===== config.mk =====
export PLATFORM = sky130hd
export DESIGN_NAME = sample_moving_average_fault_reset_flat
export DESIGN_NICKNAME = d
export VERILOG_FILES = /design/src/rtl/core/smavg_pkg.sv /design/src/rtl/core/smavg_in_if.sv /design/src/rtl/core/smavg_out_if.sv /design/src/rtl/core/smavg_front.sv /design/src/rtl/core/smavg_queue.sv /design/src/rtl/core/smavg_back.sv /design/src/rtl/core/sample_moving_average_fault_reset.sv /design/src/flat_wrapper.sv
export SDC_FILE = /design/constraint.sdc
export NUM_CORES = 1
export LEC_CHECK = 0
export ABC_AREA = 1
export BUFFER_PORTS_ARGS = -buffer_cell sky130_fd_sc_hd__buf_4
export CORE_MARGIN = 1.5
export CORE_UTILIZATION = 44
export DETAILED_ROUTE_END_ITERATION = 8
export PLACE_DENSITY = 0.64
export SETUP_SLACK_MARGIN = 0.02
export SLEW_MARGIN = 15
export SYNTH_ARGS = -nofsm -noshare
export SYNTH_HDL_FRONTEND = slang
export SYNTH_HIERARCHICAL = 1
export SYNTH_SLANG_ARGS = --single-unit

===== constraint.sdc =====
create_clock -name clk -period 9.6 [get_ports clk]
set_input_delay 0 -clock clk [delete_from_list [all_inputs] [get_ports clk]]
set_output_delay 0 -clock clk [all_outputs]
set_load 0.03 [all_outputs]

===== src/rtl/core/smavg_pkg.sv =====
// ----------------------------------------------------------------------------
// smavg_pkg: shared types and constants of the sample moving average
// Window size, derived widths, the front-to-back job record and the
// back-end state encoding.
// ----------------------------------------------------------------------------
package smavg_pkg;

	// window of held samples
	localparam int WINDOW      = 8;
	localparam int READ_W      = 12;
	localparam int CNT_W       = $clog2(WINDOW + 1);
	localparam int SLOT_W      = (WINDOW > 1) ? $clog2(WINDOW) : 1;
	localparam int SUM_W       = READ_W + $clog2(WINDOW);

	// rounding divider: (2*|sum| + count) / (2*count)
	localparam int DEN_W       = CNT_W + 1;
	localparam int NUM_W       = SUM_W + 1;
	localparam int STEP_W      = $clog2(NUM_W);

	// queue between front and back
	localparam int QUEUE_DEPTH = 2;
	localparam int QPTR_W      = (QUEUE_DEPTH > 1) ? $clog2(QUEUE_DEPTH) : 1;
	localparam int QFILL_W     = $clog2(QUEUE_DEPTH + 1);

	// a reading of all ones (-1) is the sensor's fault code
	localparam logic signed [READ_W-1:0] FAULT_READING = '1;

	// one classified item, handed from front to back
	typedef struct packed {
		logic                     accepted;
		logic signed [READ_W-1:0] sample;
		logic                     err_now;
		logic                     err_new;
		logic signed [SUM_W-1:0]  sum;
		logic [CNT_W-1:0]         count;
	} job_t;

	typedef enum logic [1:0] {
		BK_IDLE,
		BK_DIV,
		BK_HOLD
	} back_state_t;

endpackage


===== src/rtl/core/smavg_in_if.sv =====
// ----------------------------------------------------------------------------
// smavg_in_if: reading channel
// Valid/ready channel carrying one thermocouple reading and its fault flag.
// ----------------------------------------------------------------------------
interface smavg_in_if;
	import smavg_pkg::*;

	logic                     valid;
	logic                     ready;
	logic signed [READ_W-1:0] reading;
	logic                     sensor_fault;

	modport source (output valid, output reading, output sensor_fault, input ready);
	modport sink   (input valid, input reading, input sensor_fault, output ready);

endinterface


===== src/rtl/core/smavg_out_if.sv =====
// ----------------------------------------------------------------------------
// smavg_out_if: result channel
// Valid/ready channel carrying the accepted sample, error flags and mean.
// ----------------------------------------------------------------------------
interface smavg_out_if;
	import smavg_pkg::*;

	logic                     valid;
	logic                     ready;
	logic                     sample_accepted;
	logic signed [READ_W-1:0] sample_out;
	logic                     error_now;
	logic                     error_new;
	logic                     average_valid;
	logic signed [READ_W-1:0] average;

	modport source (output valid, output sample_accepted, output sample_out,
		output error_now, output error_new, output average_valid,
		output average, input ready);
	modport sink   (input valid, input sample_accepted, input sample_out,
		input error_now, input error_new, input average_valid,
		input average, output ready);

endinterface


===== src/rtl/core/smavg_front.sv =====
// ----------------------------------------------------------------------------
// smavg_front: reading intake and window bookkeeping
// Classifies each reading as good or faulty, keeps the sample ring, the
// held count and the running sum, and emits one job per reading.
// ----------------------------------------------------------------------------
module smavg_front (
	input  logic               clk,
	input  logic               arst_n,
	smavg_in_if.sink           meas,
	input  logic               q_full,
	output logic               q_push,
	output smavg_pkg::job_t    q_job
);
	import smavg_pkg::*;

	logic signed [READ_W-1:0] ring_q [WINDOW];
	logic [SLOT_W-1:0]        slot_q;
	logic [CNT_W-1:0]         count_q;
	logic signed [SUM_W-1:0]  sum_q;
	logic                     in_error_q;

	logic                     bad;
	logic                     full;
	logic signed [SUM_W-1:0]  sum_d;
	logic [CNT_W-1:0]         count_d;
	logic [SLOT_W-1:0]        slot_nxt;

	assign meas.ready = !q_full;
	assign q_push     = meas.valid && !q_full;

	// classify and work out the window update
	always_comb begin
		bad      = meas.sensor_fault || (meas.reading == FAULT_READING);
		full     = (count_q == CNT_W'(WINDOW));
		slot_nxt = (slot_q == SLOT_W'(WINDOW - 1)) ? '0 : slot_q + 1'b1;
		if (bad) begin
			sum_d   = '0;
			count_d = '0;
		end else if (full) begin
			sum_d   = sum_q - SUM_W'(ring_q[slot_q]) + SUM_W'(meas.reading);
			count_d = count_q;
		end else begin
			sum_d   = sum_q + SUM_W'(meas.reading);
			count_d = count_q + 1'b1;
		end
	end

	// job record for the back end
	always_comb begin
		q_job.accepted = !bad;
		q_job.sample   = bad ? '0 : meas.reading;
		q_job.err_now  = bad;
		q_job.err_new  = bad && !in_error_q;
		q_job.sum      = sum_d;
		q_job.count    = count_d;
	end

	// window state
	always_ff @(posedge clk or negedge arst_n) begin
		if (!arst_n) begin
			slot_q     <= '0;
			count_q    <= '0;
			sum_q      <= '0;
			in_error_q <= 1'b0;
		end else if (q_push) begin
			count_q    <= count_d;
			sum_q      <= sum_d;
			in_error_q <= bad;
			if (!bad) begin
				slot_q <= slot_nxt;
			end
		end
	end

	// sample ring, written on good readings only
	always_ff @(posedge clk) begin
		if (q_push && !bad) begin
			ring_q[slot_q] <= meas.reading;
		end
	end

	a_error_empties: assert property (@(posedge clk) disable iff (!arst_n)
		in_error_q |-> (count_q == '0) && (sum_q == '0))
		else $error("window not empty while in error");

	a_count_bound: assert property (@(posedge clk) disable iff (!arst_n)
		count_q <= CNT_W'(WINDOW))
		else $error("held count exceeds window");

endmodule


===== src/rtl/core/smavg_queue.sv =====
// ----------------------------------------------------------------------------
// smavg_queue: job queue
// Small FIFO decoupling the intake from the divider.
// ----------------------------------------------------------------------------
module smavg_queue (
	input  logic               clk,
	input  logic               arst_n,
	input  logic               push,
	input  smavg_pkg::job_t    push_job,
	output logic               full,
	input  logic               pop,
	output logic               empty,
	output smavg_pkg::job_t    head
);
	import smavg_pkg::*;

	job_t               mem_q [QUEUE_DEPTH];
	logic [QPTR_W-1:0]  wr_ptr_q;
	logic [QPTR_W-1:0]  rd_ptr_q;
	logic [QFILL_W-1:0] fill_q;

	assign full  = (fill_q == QFILL_W'(QUEUE_DEPTH));
	assign empty = (fill_q == '0);
	assign head  = mem_q[rd_ptr_q];

	// pointers and fill level
	always_ff @(posedge clk or negedge arst_n) begin
		if (!arst_n) begin
			wr_ptr_q <= '0;
			rd_ptr_q <= '0;
			fill_q   <= '0;
		end else begin
			if (push) begin
				wr_ptr_q <= (wr_ptr_q == QPTR_W'(QUEUE_DEPTH - 1)) ? '0 : wr_ptr_q + 1'b1;
			end
			if (pop) begin
				rd_ptr_q <= (rd_ptr_q == QPTR_W'(QUEUE_DEPTH - 1)) ? '0 : rd_ptr_q + 1'b1;
			end
			if (push && !pop) begin
				fill_q <= fill_q + 1'b1;
			end else if (pop && !push) begin
				fill_q <= fill_q - 1'b1;
			end
		end
	end

	// storage
	always_ff @(posedge clk) begin
		if (push) begin
			mem_q[wr_ptr_q] <= push_job;
		end
	end

	a_no_overflow: assert property (@(posedge clk) disable iff (!arst_n)
		!(push && full) && !(pop && empty))
		else $error("queue overflow or underflow");

endmodule


===== src/rtl/core/smavg_back.sv =====
// ----------------------------------------------------------------------------
// smavg_back: rounding mean and result register
// Bit-serial restoring divider computing (2*|sum| + n) / (2*n), sign
// restored, then held in the result register until transferred.
// ----------------------------------------------------------------------------
module smavg_back (
	input  logic               clk,
	input  logic               arst_n,
	input  logic               q_empty,
	input  smavg_pkg::job_t    q_head,
	output logic               q_pop,
	smavg_out_if.source        stats
);
	import smavg_pkg::*;

	back_state_t              state_q;
	back_state_t              state_d;
	logic [STEP_W-1:0]        step_q;
	job_t                     job_q;
	logic [NUM_W-1:0]         quo_q;
	logic [DEN_W-1:0]         rem_q;
	logic [DEN_W-1:0]         den_q;
	logic signed [READ_W-1:0] avg_q;

	logic                     load;
	logic                     last_step;
	logic                     finish;
	logic [SUM_W-1:0]         mag;
	logic [DEN_W:0]           trial;
	logic                     ge;
	logic [DEN_W-1:0]         rem_d;
	logic [NUM_W-1:0]         quo_d;
	logic [READ_W-1:0]        q_mag;
	logic signed [READ_W-1:0] avg_d;

	assign last_step = (step_q == STEP_W'(NUM_W - 1));

	// next state
	always_comb begin
		state_d = state_q;
		case (state_q)
			BK_IDLE: if (!q_empty) state_d = BK_DIV;
			BK_DIV:  if (last_step) state_d = BK_HOLD;
			BK_HOLD: if (stats.ready) state_d = BK_IDLE;
			default: state_d = BK_IDLE;
		endcase
	end

	// state outputs
	always_comb begin
		load        = 1'b0;
		finish      = 1'b0;
		stats.valid = 1'b0;
		case (state_q)
			BK_IDLE: load = !q_empty;
			BK_DIV:  finish = last_step;
			BK_HOLD: stats.valid = 1'b1;
			default: ;
		endcase
	end
	assign q_pop = load;

	// divider step and final sign handling
	always_comb begin
		mag   = q_head.sum[SUM_W-1] ? SUM_W'(-q_head.sum) : SUM_W'(q_head.sum);
		trial = {rem_q, quo_q[NUM_W-1]};
		ge    = (trial >= {1'b0, den_q});
		rem_d = ge ? DEN_W'(trial - {1'b0, den_q}) : trial[DEN_W-1:0];
		quo_d = {quo_q[NUM_W-2:0], ge};
		q_mag = quo_d[READ_W-1:0];
		if (job_q.count == '0) begin
			avg_d = '0;
		end else if (job_q.sum[SUM_W-1]) begin
			avg_d = -$signed(q_mag);
		end else begin
			avg_d = $signed(q_mag);
		end
	end

	always_ff @(posedge clk or negedge arst_n) begin
		if (!arst_n) begin
			state_q <= BK_IDLE;
			step_q  <= '0;
		end else begin
			state_q <= state_d;
			if (load) begin
				step_q <= '0;
			end else if (state_q == BK_DIV) begin
				step_q <= step_q + 1'b1;
			end
		end
	end

	// datapath
	always_ff @(posedge clk) begin
		if (load) begin
			job_q <= q_head;
			quo_q <= {mag, 1'b0} + NUM_W'(q_head.count);
			rem_q <= '0;
			den_q <= {q_head.count, 1'b0};
		end else if (state_q == BK_DIV) begin
			quo_q <= quo_d;
			rem_q <= rem_d;
		end
		if (finish) begin
			avg_q <= avg_d;
		end
	end

	assign stats.sample_accepted = job_q.accepted;
	assign stats.sample_out      = job_q.sample;
	assign stats.error_now       = job_q.err_now;
	assign stats.error_new       = job_q.err_new;
	assign stats.average_valid   = (job_q.count != '0);
	assign stats.average         = avg_q;

	a_div_done: assert property (@(posedge clk) disable iff (!arst_n)
		(state_q == BK_DIV && last_step) |=> (state_q == BK_HOLD))
		else $error("divider did not hand over its result");

	a_zero_mean: assert property (@(posedge clk) disable iff (!arst_n)
		stats.valid |-> (stats.average_valid || stats.average == '0))
		else $error("mean not zero with empty window");

endmodule


===== src/rtl/core/sample_moving_average_fault_reset.sv =====
// ----------------------------------------------------------------------------
// sample_moving_average_fault_reset: moving average with fault reset
// Each reading transfer yields one result transfer. The intake takes a
// reading whenever the two-entry job queue has room. The back end takes
// one job at a time: it loads the job, runs the bit-serial rounding
// divider (one quotient bit per cycle over the 16-bit numerator) and then
// presents the result until it is taken, before it takes the next job. A
// fault or a reading of -1 empties the window; the mean covers only the
// newest good samples.
// ----------------------------------------------------------------------------
module sample_moving_average_fault_reset (
	input  logic        clk,
	input  logic        arst_n,
	smavg_in_if.sink    meas,
	smavg_out_if.source stats
);
	import smavg_pkg::*;

	logic q_full;
	logic q_push;
	logic q_pop;
	logic q_empty;
	job_t q_job;
	job_t q_head;

	smavg_front u_front (
		.clk    (clk),
		.arst_n (arst_n),
		.meas   (meas),
		.q_full (q_full),
		.q_push (q_push),
		.q_job  (q_job)
	);

	smavg_queue u_queue (
		.clk      (clk),
		.arst_n   (arst_n),
		.push     (q_push),
		.push_job (q_job),
		.full     (q_full),
		.pop      (q_pop),
		.empty    (q_empty),
		.head     (q_head)
	);

	smavg_back u_back (
		.clk     (clk),
		.arst_n  (arst_n),
		.q_empty (q_empty),
		.q_head  (q_head),
		.q_pop   (q_pop),
		.stats   (stats)
	);

endmodule


===== src/flat_wrapper.sv =====
// flat-port wrapper written by rule: the top's interface ports become plain ports
module sample_moving_average_fault_reset_flat import smavg_pkg::*;
  (clk, arst_n, meas_valid, meas_reading, meas_sensor_fault, meas_ready, stats_valid, stats_sample_accepted, stats_sample_out, stats_error_now, stats_error_new, stats_average_valid, stats_average, stats_ready);
  smavg_in_if meas_i ();
  smavg_out_if stats_i ();
  input  logic clk;
  input  logic arst_n;
  input wire logic [$bits(meas_i.valid)-1:0] meas_valid;
  input wire logic [$bits(meas_i.reading)-1:0] meas_reading;
  input wire logic [$bits(meas_i.sensor_fault)-1:0] meas_sensor_fault;
  output wire logic [$bits(meas_i.ready)-1:0] meas_ready;
  output wire logic [$bits(stats_i.valid)-1:0] stats_valid;
  output wire logic [$bits(stats_i.sample_accepted)-1:0] stats_sample_accepted;
  output wire logic [$bits(stats_i.sample_out)-1:0] stats_sample_out;
  output wire logic [$bits(stats_i.error_now)-1:0] stats_error_now;
  output wire logic [$bits(stats_i.error_new)-1:0] stats_error_new;
  output wire logic [$bits(stats_i.average_valid)-1:0] stats_average_valid;
  output wire logic [$bits(stats_i.average)-1:0] stats_average;
  input wire logic [$bits(stats_i.ready)-1:0] stats_ready;
  assign meas_i.valid = meas_valid;
  assign meas_i.reading = meas_reading;
  assign meas_i.sensor_fault = meas_sensor_fault;
  assign meas_ready = meas_i.ready;
  assign stats_valid = stats_i.valid;
  assign stats_sample_accepted = stats_i.sample_accepted;
  assign stats_sample_out = stats_i.sample_out;
  assign stats_error_now = stats_i.error_now;
  assign stats_error_new = stats_i.error_new;
  assign stats_average_valid = stats_i.average_valid;
  assign stats_average = stats_i.average;
  assign stats_i.ready = stats_ready;
  sample_moving_average_fault_reset u_core (.clk(clk), .arst_n(arst_n), .meas(meas_i), .stats(stats_i));
endmodule

## Yosys cells after proc, flatten, opt, wreduce, memory -nomap -nowiden

Memories as Yosys holds them, arrays and structs flattened.
Cells that the tools add are included.

- Register bits: 100
- Memory bits (writable): 164
- Bits of input ports: 17
- Output and inout port bits: 30
- Word-level logic and storage cells: 94
- Memories: 2

- Add/subtract/negate cells: 14
- Magnitude comparators: 1
- Eq/ne operators: 10
- Muxes and demuxes: 28
- Bitwise operators: 1
- Reductions and logical operators: 20

Memory list:

| name | depth | bits a word | rd ports | clocked after Yosys merged registers in | wr ports | line | text |
|---|---|---|---|---|---|---|---|
| u_core.u_front.ring_q | 8 | 12 | 1 | 0 | 1 | smavg_front.sv:16 | `logic signed [READ_W-1:0] ring_q [WINDOW];` |
| u_core.u_queue.mem_q | 2 | 34 | 1 | 0 | 1 | smavg_queue.sv:17 | `job_t mem_q [QUEUE_DEPTH];` |

Operators with widths:

| cell | number |
|---|---|
| $mux W15 | 3 |
| $mux W16 | 2 |
| $add A15 B12 Y15 | 2 |
| $mux W12 | 2 |
| $add A16 B4 Y16 | 1 |
| $mux W4 | 4 |
| $neg A15 Y15 | 1 |
| $sub A15 B12 Y15 | 1 |
| $eq A12 B1 Y1 const B | 1 |
| $neg A12 Y12 | 1 |
| $mux W2 | 5 |
| $mux W1 | 9 |
| $add A4 B1 Y4 const B | 2 |
| $eq A4 B4 Y1 const B | 2 |
| $ge A6 B5 Y1 | 1 |
| $logic_not A1 Y1 | 6 |
| $ne A2 B2 Y1 const B | 3 |
| $pmux W2 S3 | 1 |
| $logic_and A1 B1 Y1 | 5 |
| $mux W5 | 1 |
| $sub A5 B5 Y5 | 1 |
| $eq A2 B2 Y1 const B | 2 |
| $logic_not A2 Y1 | 2 |
| $logic_not A4 Y1 | 1 |
| other kinds (13) | 15 |

## Depth between registers and ports, before layout

- Depth after elaboration: 7
- Mapped depth: 22
- Mapped depth without buffers: 21

## Hierarchy

Netlist, hierarchy kept.

Modules (own cells, without submodules):

| module | times used | cells an instance | area each (µm²) | seq. area each (µm²) |
|---|---|---|---|---|
| smavg_front | 1 | 803 | 7141.8 | 3458.3 |
| smavg_back | 1 | 407 | 3518.4 | 1691.6 |
| smavg_queue | 1 | 131 | 2811.4 | 2142.1 |

## Least setup slack after synthesis

OpenSTA, ideal clock, no wires.

- Path type: register -> register
- Start point: register u_core.u_queue.fill_q[1]
- End point: memory u_core/u_queue/mem_q[0][0] (netlist name) (enable)
- Library setup time: 0.425 ns
- Arrival time: 2.898 ns
- Required time: 9.175 ns
- Path slack: 6.277 ns
- Cell stages (with the launch flop): 9
- Path buffers: 1
- Clock period less this slack: 3.323 ns
- Path through: dfrtp_1 -> inv_1 -> nor2_1 -> inv_1 -> nand2_1 -> inv_1 -> clkbuf_1 -> inv_1 -> nor2_1

- Longest elaborated chain between the ends: 5

RTL lines:

| what | line | text |
|---|---|---|
| start, declared | smavg_queue.sv:20 | `logic [QFILL_W-1:0] fill_q;` |
| start signal, assigned | smavg_queue.sv:40 | `fill_q <= fill_q + 1'b1;` |
| start signal, assigned | smavg_queue.sv:42 | `fill_q <= fill_q - 1'b1;` |
| $eq A2 B2 Y1 | smavg_queue.sv:22 | `assign full = (fill_q == QFILL_W'(QUEUE_DEPTH));` |
| via u_core.q_full | sample_moving_average_fault_reset.sv:19 | `logic q_full;` |
| $logic_not A1 Y1 | n/a |  |
| via meas_ready | flat_wrapper.sv:11 | `output wire logic [$bits(meas_i.ready)-1:0] meas_ready;` |
| $logic_and A1 B1 Y1 | smavg_front.sv:29 | `assign q_push = meas.valid && !q_full;` |
| via u_core.q_push | sample_moving_average_fault_reset.sv:20 | `logic q_push;` |
| $mux W1 | smavg_queue.sv:49 | `if (push) begin` |
| $mux W1 (not written as such) | smavg_queue.sv:50 | `mem_q[wr_ptr_q] <= push_job;` |
| end, declared | smavg_queue.sv:17 |  |

The timed path passes the listed nets, and every way through them passes these cells.

==> impl_metrics.py <==
metrics = {
    "outcome": {
        "outcome": "complete, no violations",
    },
    "pwr": {
        "p_seq_share_pct": 29.6,
        "intPower_mw": 3.22,
        "p_sw_share_pct": 43.0,
        "ir_worst_vdd_mv": 0.147,
        "clkPwrFrac_pct": 20.0,
        "powerDensity_nw_per_um2": 372,
        "power.switching_mw": 2.43,
        "p_leak_nw": 6.68,
        "p_comb_share_pct": 50.4,
    },
    "logic_synthesis": {
        "synth_cell_types": 53,
        "synth_top_family_by_area": "simple AND/OR/NAND/NOR gates",
        "synth_seq_cells": 250,
        "synth.area.top_cells": "edfxtp_1, nand2_1, dfrtp_1",
        "synthesis.area_sq_um": 13500,
        "yosysSeqAreaShare_pct": 54.1,
        "synthXorXnorAreaFrac_pct": 0.780,
        "synth_nets": 1420,
        "ys.flop_type": "edfxtp_1",
        "synth_top_area_share_pct": 47.3,
        "synth_top_area_cell": "edfxtp_1",
        "synthMuxAreaShare_pct": 3.80,
        "synth_compound_area_share_pct": 6.03,
        "yosysWarnings": 6,
        "synth_simple_gate_area_share_pct": 19.8,
        "synth-adder-area-share_pct": 6.71,
        "synth_edf_count": 212,
        "avgSynthCellArea_sq_um": 10.0,
        "synthCells": 1341,
        "ys_async_sr_fraction_pct": 13.2,
    },
    "sta": {
        "drv_slew": 0,
        "relSlewSlack_pct": 22.2,
        "clock.fmax_ghz": 0.262,
        "finalClockSkew_ps": 23.0,
        "holdWs_ps": 272,
        "post-route-min-period_ps": 3810,
        "setup_viol": 0,
        "hold_violations": 0,
        "tightest_slew_ps": 1160,
        "fin_ws_ps": 5790,
        "finalSetupTns_ps": 0,
        "rsz0062_at_grt": "no",
        "fin_crit_sh_pct": 39.7,
    },
    "clock_network": {
        "numCtsBuffers": 28,
        "cts_tree": "done",
        "cts_buffer_depth": 3,
        "numClockSinks": 250,
        "clk_latency_ps": 550,
        "cts-resized-gates": 0,
        "clk_pin_slew_ps": 60,
        "h-tree-depth": 1,
        "cts-root-buf": "clkbuf_16",
    },
    "global_routing": {
        "grt_pass1_vias": 9000,
        "grt_max_degree": 44,
        "grt.overflow.total": 0,
        "antenna_found_initial": 0,
        "grt_pass1_wl_mm": 47.0,
        "grt.total_usage_pct": 18.9,
    },
    "critical_path": {
        "r2r_cells": 14,
        "reg2reg_to": "u_core/u_back/quo_q[13]$_DFFE_PP_",
        "path_class": "reg2reg",
        "r2r_slack_ps": 5790,
        "r2r_start": "u_core/u_queue/rd_ptr_q$_DFFE_PN0P_",
        "required_ps": 9900,
        "startpoint_type": "flip-flop",
        "cp_max_fo": 25,
        "critical_path_arrival_ps": 4110,
        "endpoint_kind": "flip-flop",
    },
    "layout": {
        "area_delta_synth_final_pct": 12.8,
        "nNetsFinal": 1480,
        "final_cell_mix": "nand2_1, edfxtp_1, inv_1",
        "final_common_cell": "nand2_1",
        "fin_cells": 1813,
        "drive_gt1_share_pct": 14.8,
        "utilization_pct": 50.9,
        "n_antenna_cell": 0,
    },
    "detailed_routing": {
        "vias_per_cell": 5.18,
        "drc": 0,
        "routed_wl_mm": 29.2,
        "wl_per_cell_microns": 16.1,
        "drt_iter0_drc": 590,
        "dr.pass1.iters": 5,
        "drtAntennaViolNets": 0,
        "vias": 9389,
    },
    "floorplanning": {
        "die-area_sq_um": 31700,
        "io_pins": 47,
        "dieHeight_microns": 178,
        "core_sq_um": 29900,
        "die-width_microns": 178,
        "row_count": 63,
        "start_util_pct": 45.1,
    },
    "place": {
        "pre_cts_slack_ps": 5780,
        "hpwl_mm": 20.2,
        "gp_congestion": 0.892,
        "port_buffers": 46,
        "dp.cells": 1745,
    },
    "min_path": {
        "worst_hold_path_type": "in2reg",
        "hp-start": "meas_reading[3]",
        "whs_endpoint": "u_core/u_front/ring_q[5][3]$_DFFE_PP_",
        "hold-path-cell-count": 2,
    },
    "run": {
        "cap_violations": 0,
    },
}
## layer usage
metal  global-route usage [%]  vias to the layer above  wire length (microns)
met5                        0                        -                      0
met4                     4.27                        0                    463
met3                     2.92                       48                   1770
met2                     30.0                      271                  13200
met1                     27.4                     4454                  13800
li1                         -                     4616                      -
## cell families after synthesis
logic type               after synthesis
AO/OA/AOI/OAI                        127
multiplexers                          36
adder cells (fa/ha/maj)               62
flip-flops                           250
XOR/XNOR                              12
AND/OR/NAND/NOR                      591
buffers and inverters                263
## synth_stat cells, types with 18 or more instances
cell type,number
a21oi_1,39
o21ai_0,43
inv_1,201
ha_1,45
nand4_1,27
nand2_1,310
mux2_4,29
nor2_1,82
dfrtp_1,33
inv_2,18
edfxtp_1,212
nand3_1,107
buf_4,18
## critical path: stages (launching register included)
cell and delay (ps):
dfrtp_2 690, buf_4 420, mux2_2 570, o21ai_0 290, inv_1 100, fa_1 420
or2_2 310, nand2_1 80, nand2_1 70, nor2_1 130, nand3_2 140, nor2_4 120
nand3_1 70, nand3_1 80, nand2_1 50
## worst max path at each step
| stage | depth (start not counted) | end | slack [ps] | start |
|---|---|---|---|---|
| after detailed placement | 14 | u_core/u_back/quo_q[13]$_DFFE_PP_ | 5780 | u_core/u_queue/rd_ptr_q$_DFFE_PN0P_ |
| after floorplan | 8 | u_core/u_queue/mem_q[0][0]$_DFFE_PP_ | 6280 | u_core/u_queue/fill_q[1]$_DFFE_PN0P_ |
| after global placement | 14 | u_core/u_back/quo_q[13]$_DFFE_PP_ | 5830 | u_core/u_queue/rd_ptr_q$_DFFE_PN0P_ |
| final | 14 | u_core/u_back/quo_q[13]$_DFFE_PP_ | 5790 | u_core/u_queue/rd_ptr_q$_DFFE_PN0P_ |
| after CTS | 14 | u_core/u_back/quo_q[13]$_DFFE_PP_ | 5790 | u_core/u_queue/rd_ptr_q$_DFFE_PN0P_ |
| after global routing | 14 | u_core/u_back/quo_q[13]$_DFFE_PP_ | 5500 | u_core/u_queue/rd_ptr_q$_DFFE_PN0P_ |
## per-stage QoR
step	cell area, sq um	power, mW
2_1_floorplan	13500	3.90
3_3_place_gp	14000	4.44
3_5_place_dp	14000	4.50
4_1_cts	15200	5.65
5_1_grt	15200	6.13
6_report	15200	5.65
## power groups by stage
stage | Clock, mW | Sequential (mW) | Combinational, mW
2_1_floorplan | 0 | 1.65 | 2.26
3_3_place_gp | 0 | 1.68 | 2.76
3_5_place_dp | 0 | 1.69 | 2.81
4_1_cts | 1.15 | 1.67 | 2.83
5_1_grt | 1.19 | 1.70 | 3.24
6_report | 1.13 | 1.67 | 2.85
## registers in the layout, summed over array words and instances (netlist names)
| signal | cells |
|---|---|
| u_core/u_back/den_q | 4 |
| u_core/u_back/job_q | 1 |
| u_core/u_back/quo_q | 16 |
| u_core/u_back/rem_q | 5 |
| u_core/u_back/state_q | 2 |
| u_core/u_back/stats.average | 12 |
| u_core/u_back/stats.error_new | 1 |
| u_core/u_back/stats.error_now | 1 |
| u_core/u_back/stats.sample_accepted | 1 |
| u_core/u_back/stats.sample_out | 12 |
| u_core/u_back/step_q | 4 |
| u_core/u_front/count_q | 4 |
| u_core/u_front/in_error_q | 1 |
| u_core/u_front/ring_q | 96 |
| u_core/u_front/slot_q | 3 |
| u_core/u_front/sum_q | 15 |
| u_core/u_queue/fill_q | 2 |
| u_core/u_queue/mem_q | 68 |
| u_core/u_queue/rd_ptr_q | 1 |
| u_core/u_queue/wr_ptr_q | 1 |
## cell type report
| type | instances | area (sq um) |
|---|---|---|
| tap | 390 | 488 |
| clock inverter | 16 | 195 |
| timing repair buffer | 71 | 583 |
| inverter | 222 | 836 |
| fill | 2607 | 14700 |
| sequential | 250 | 7290 |
| clock buffer | 36 | 792 |
| multi-input combinational | 828 | 5010 |
## timing repair
item,4_1_cts,5_1_grt
buffers inserted,0,0
hold buffers,16,0
hold endpoints to repair,132,0
No activity file was read; power rests on OpenSTA's default activity.
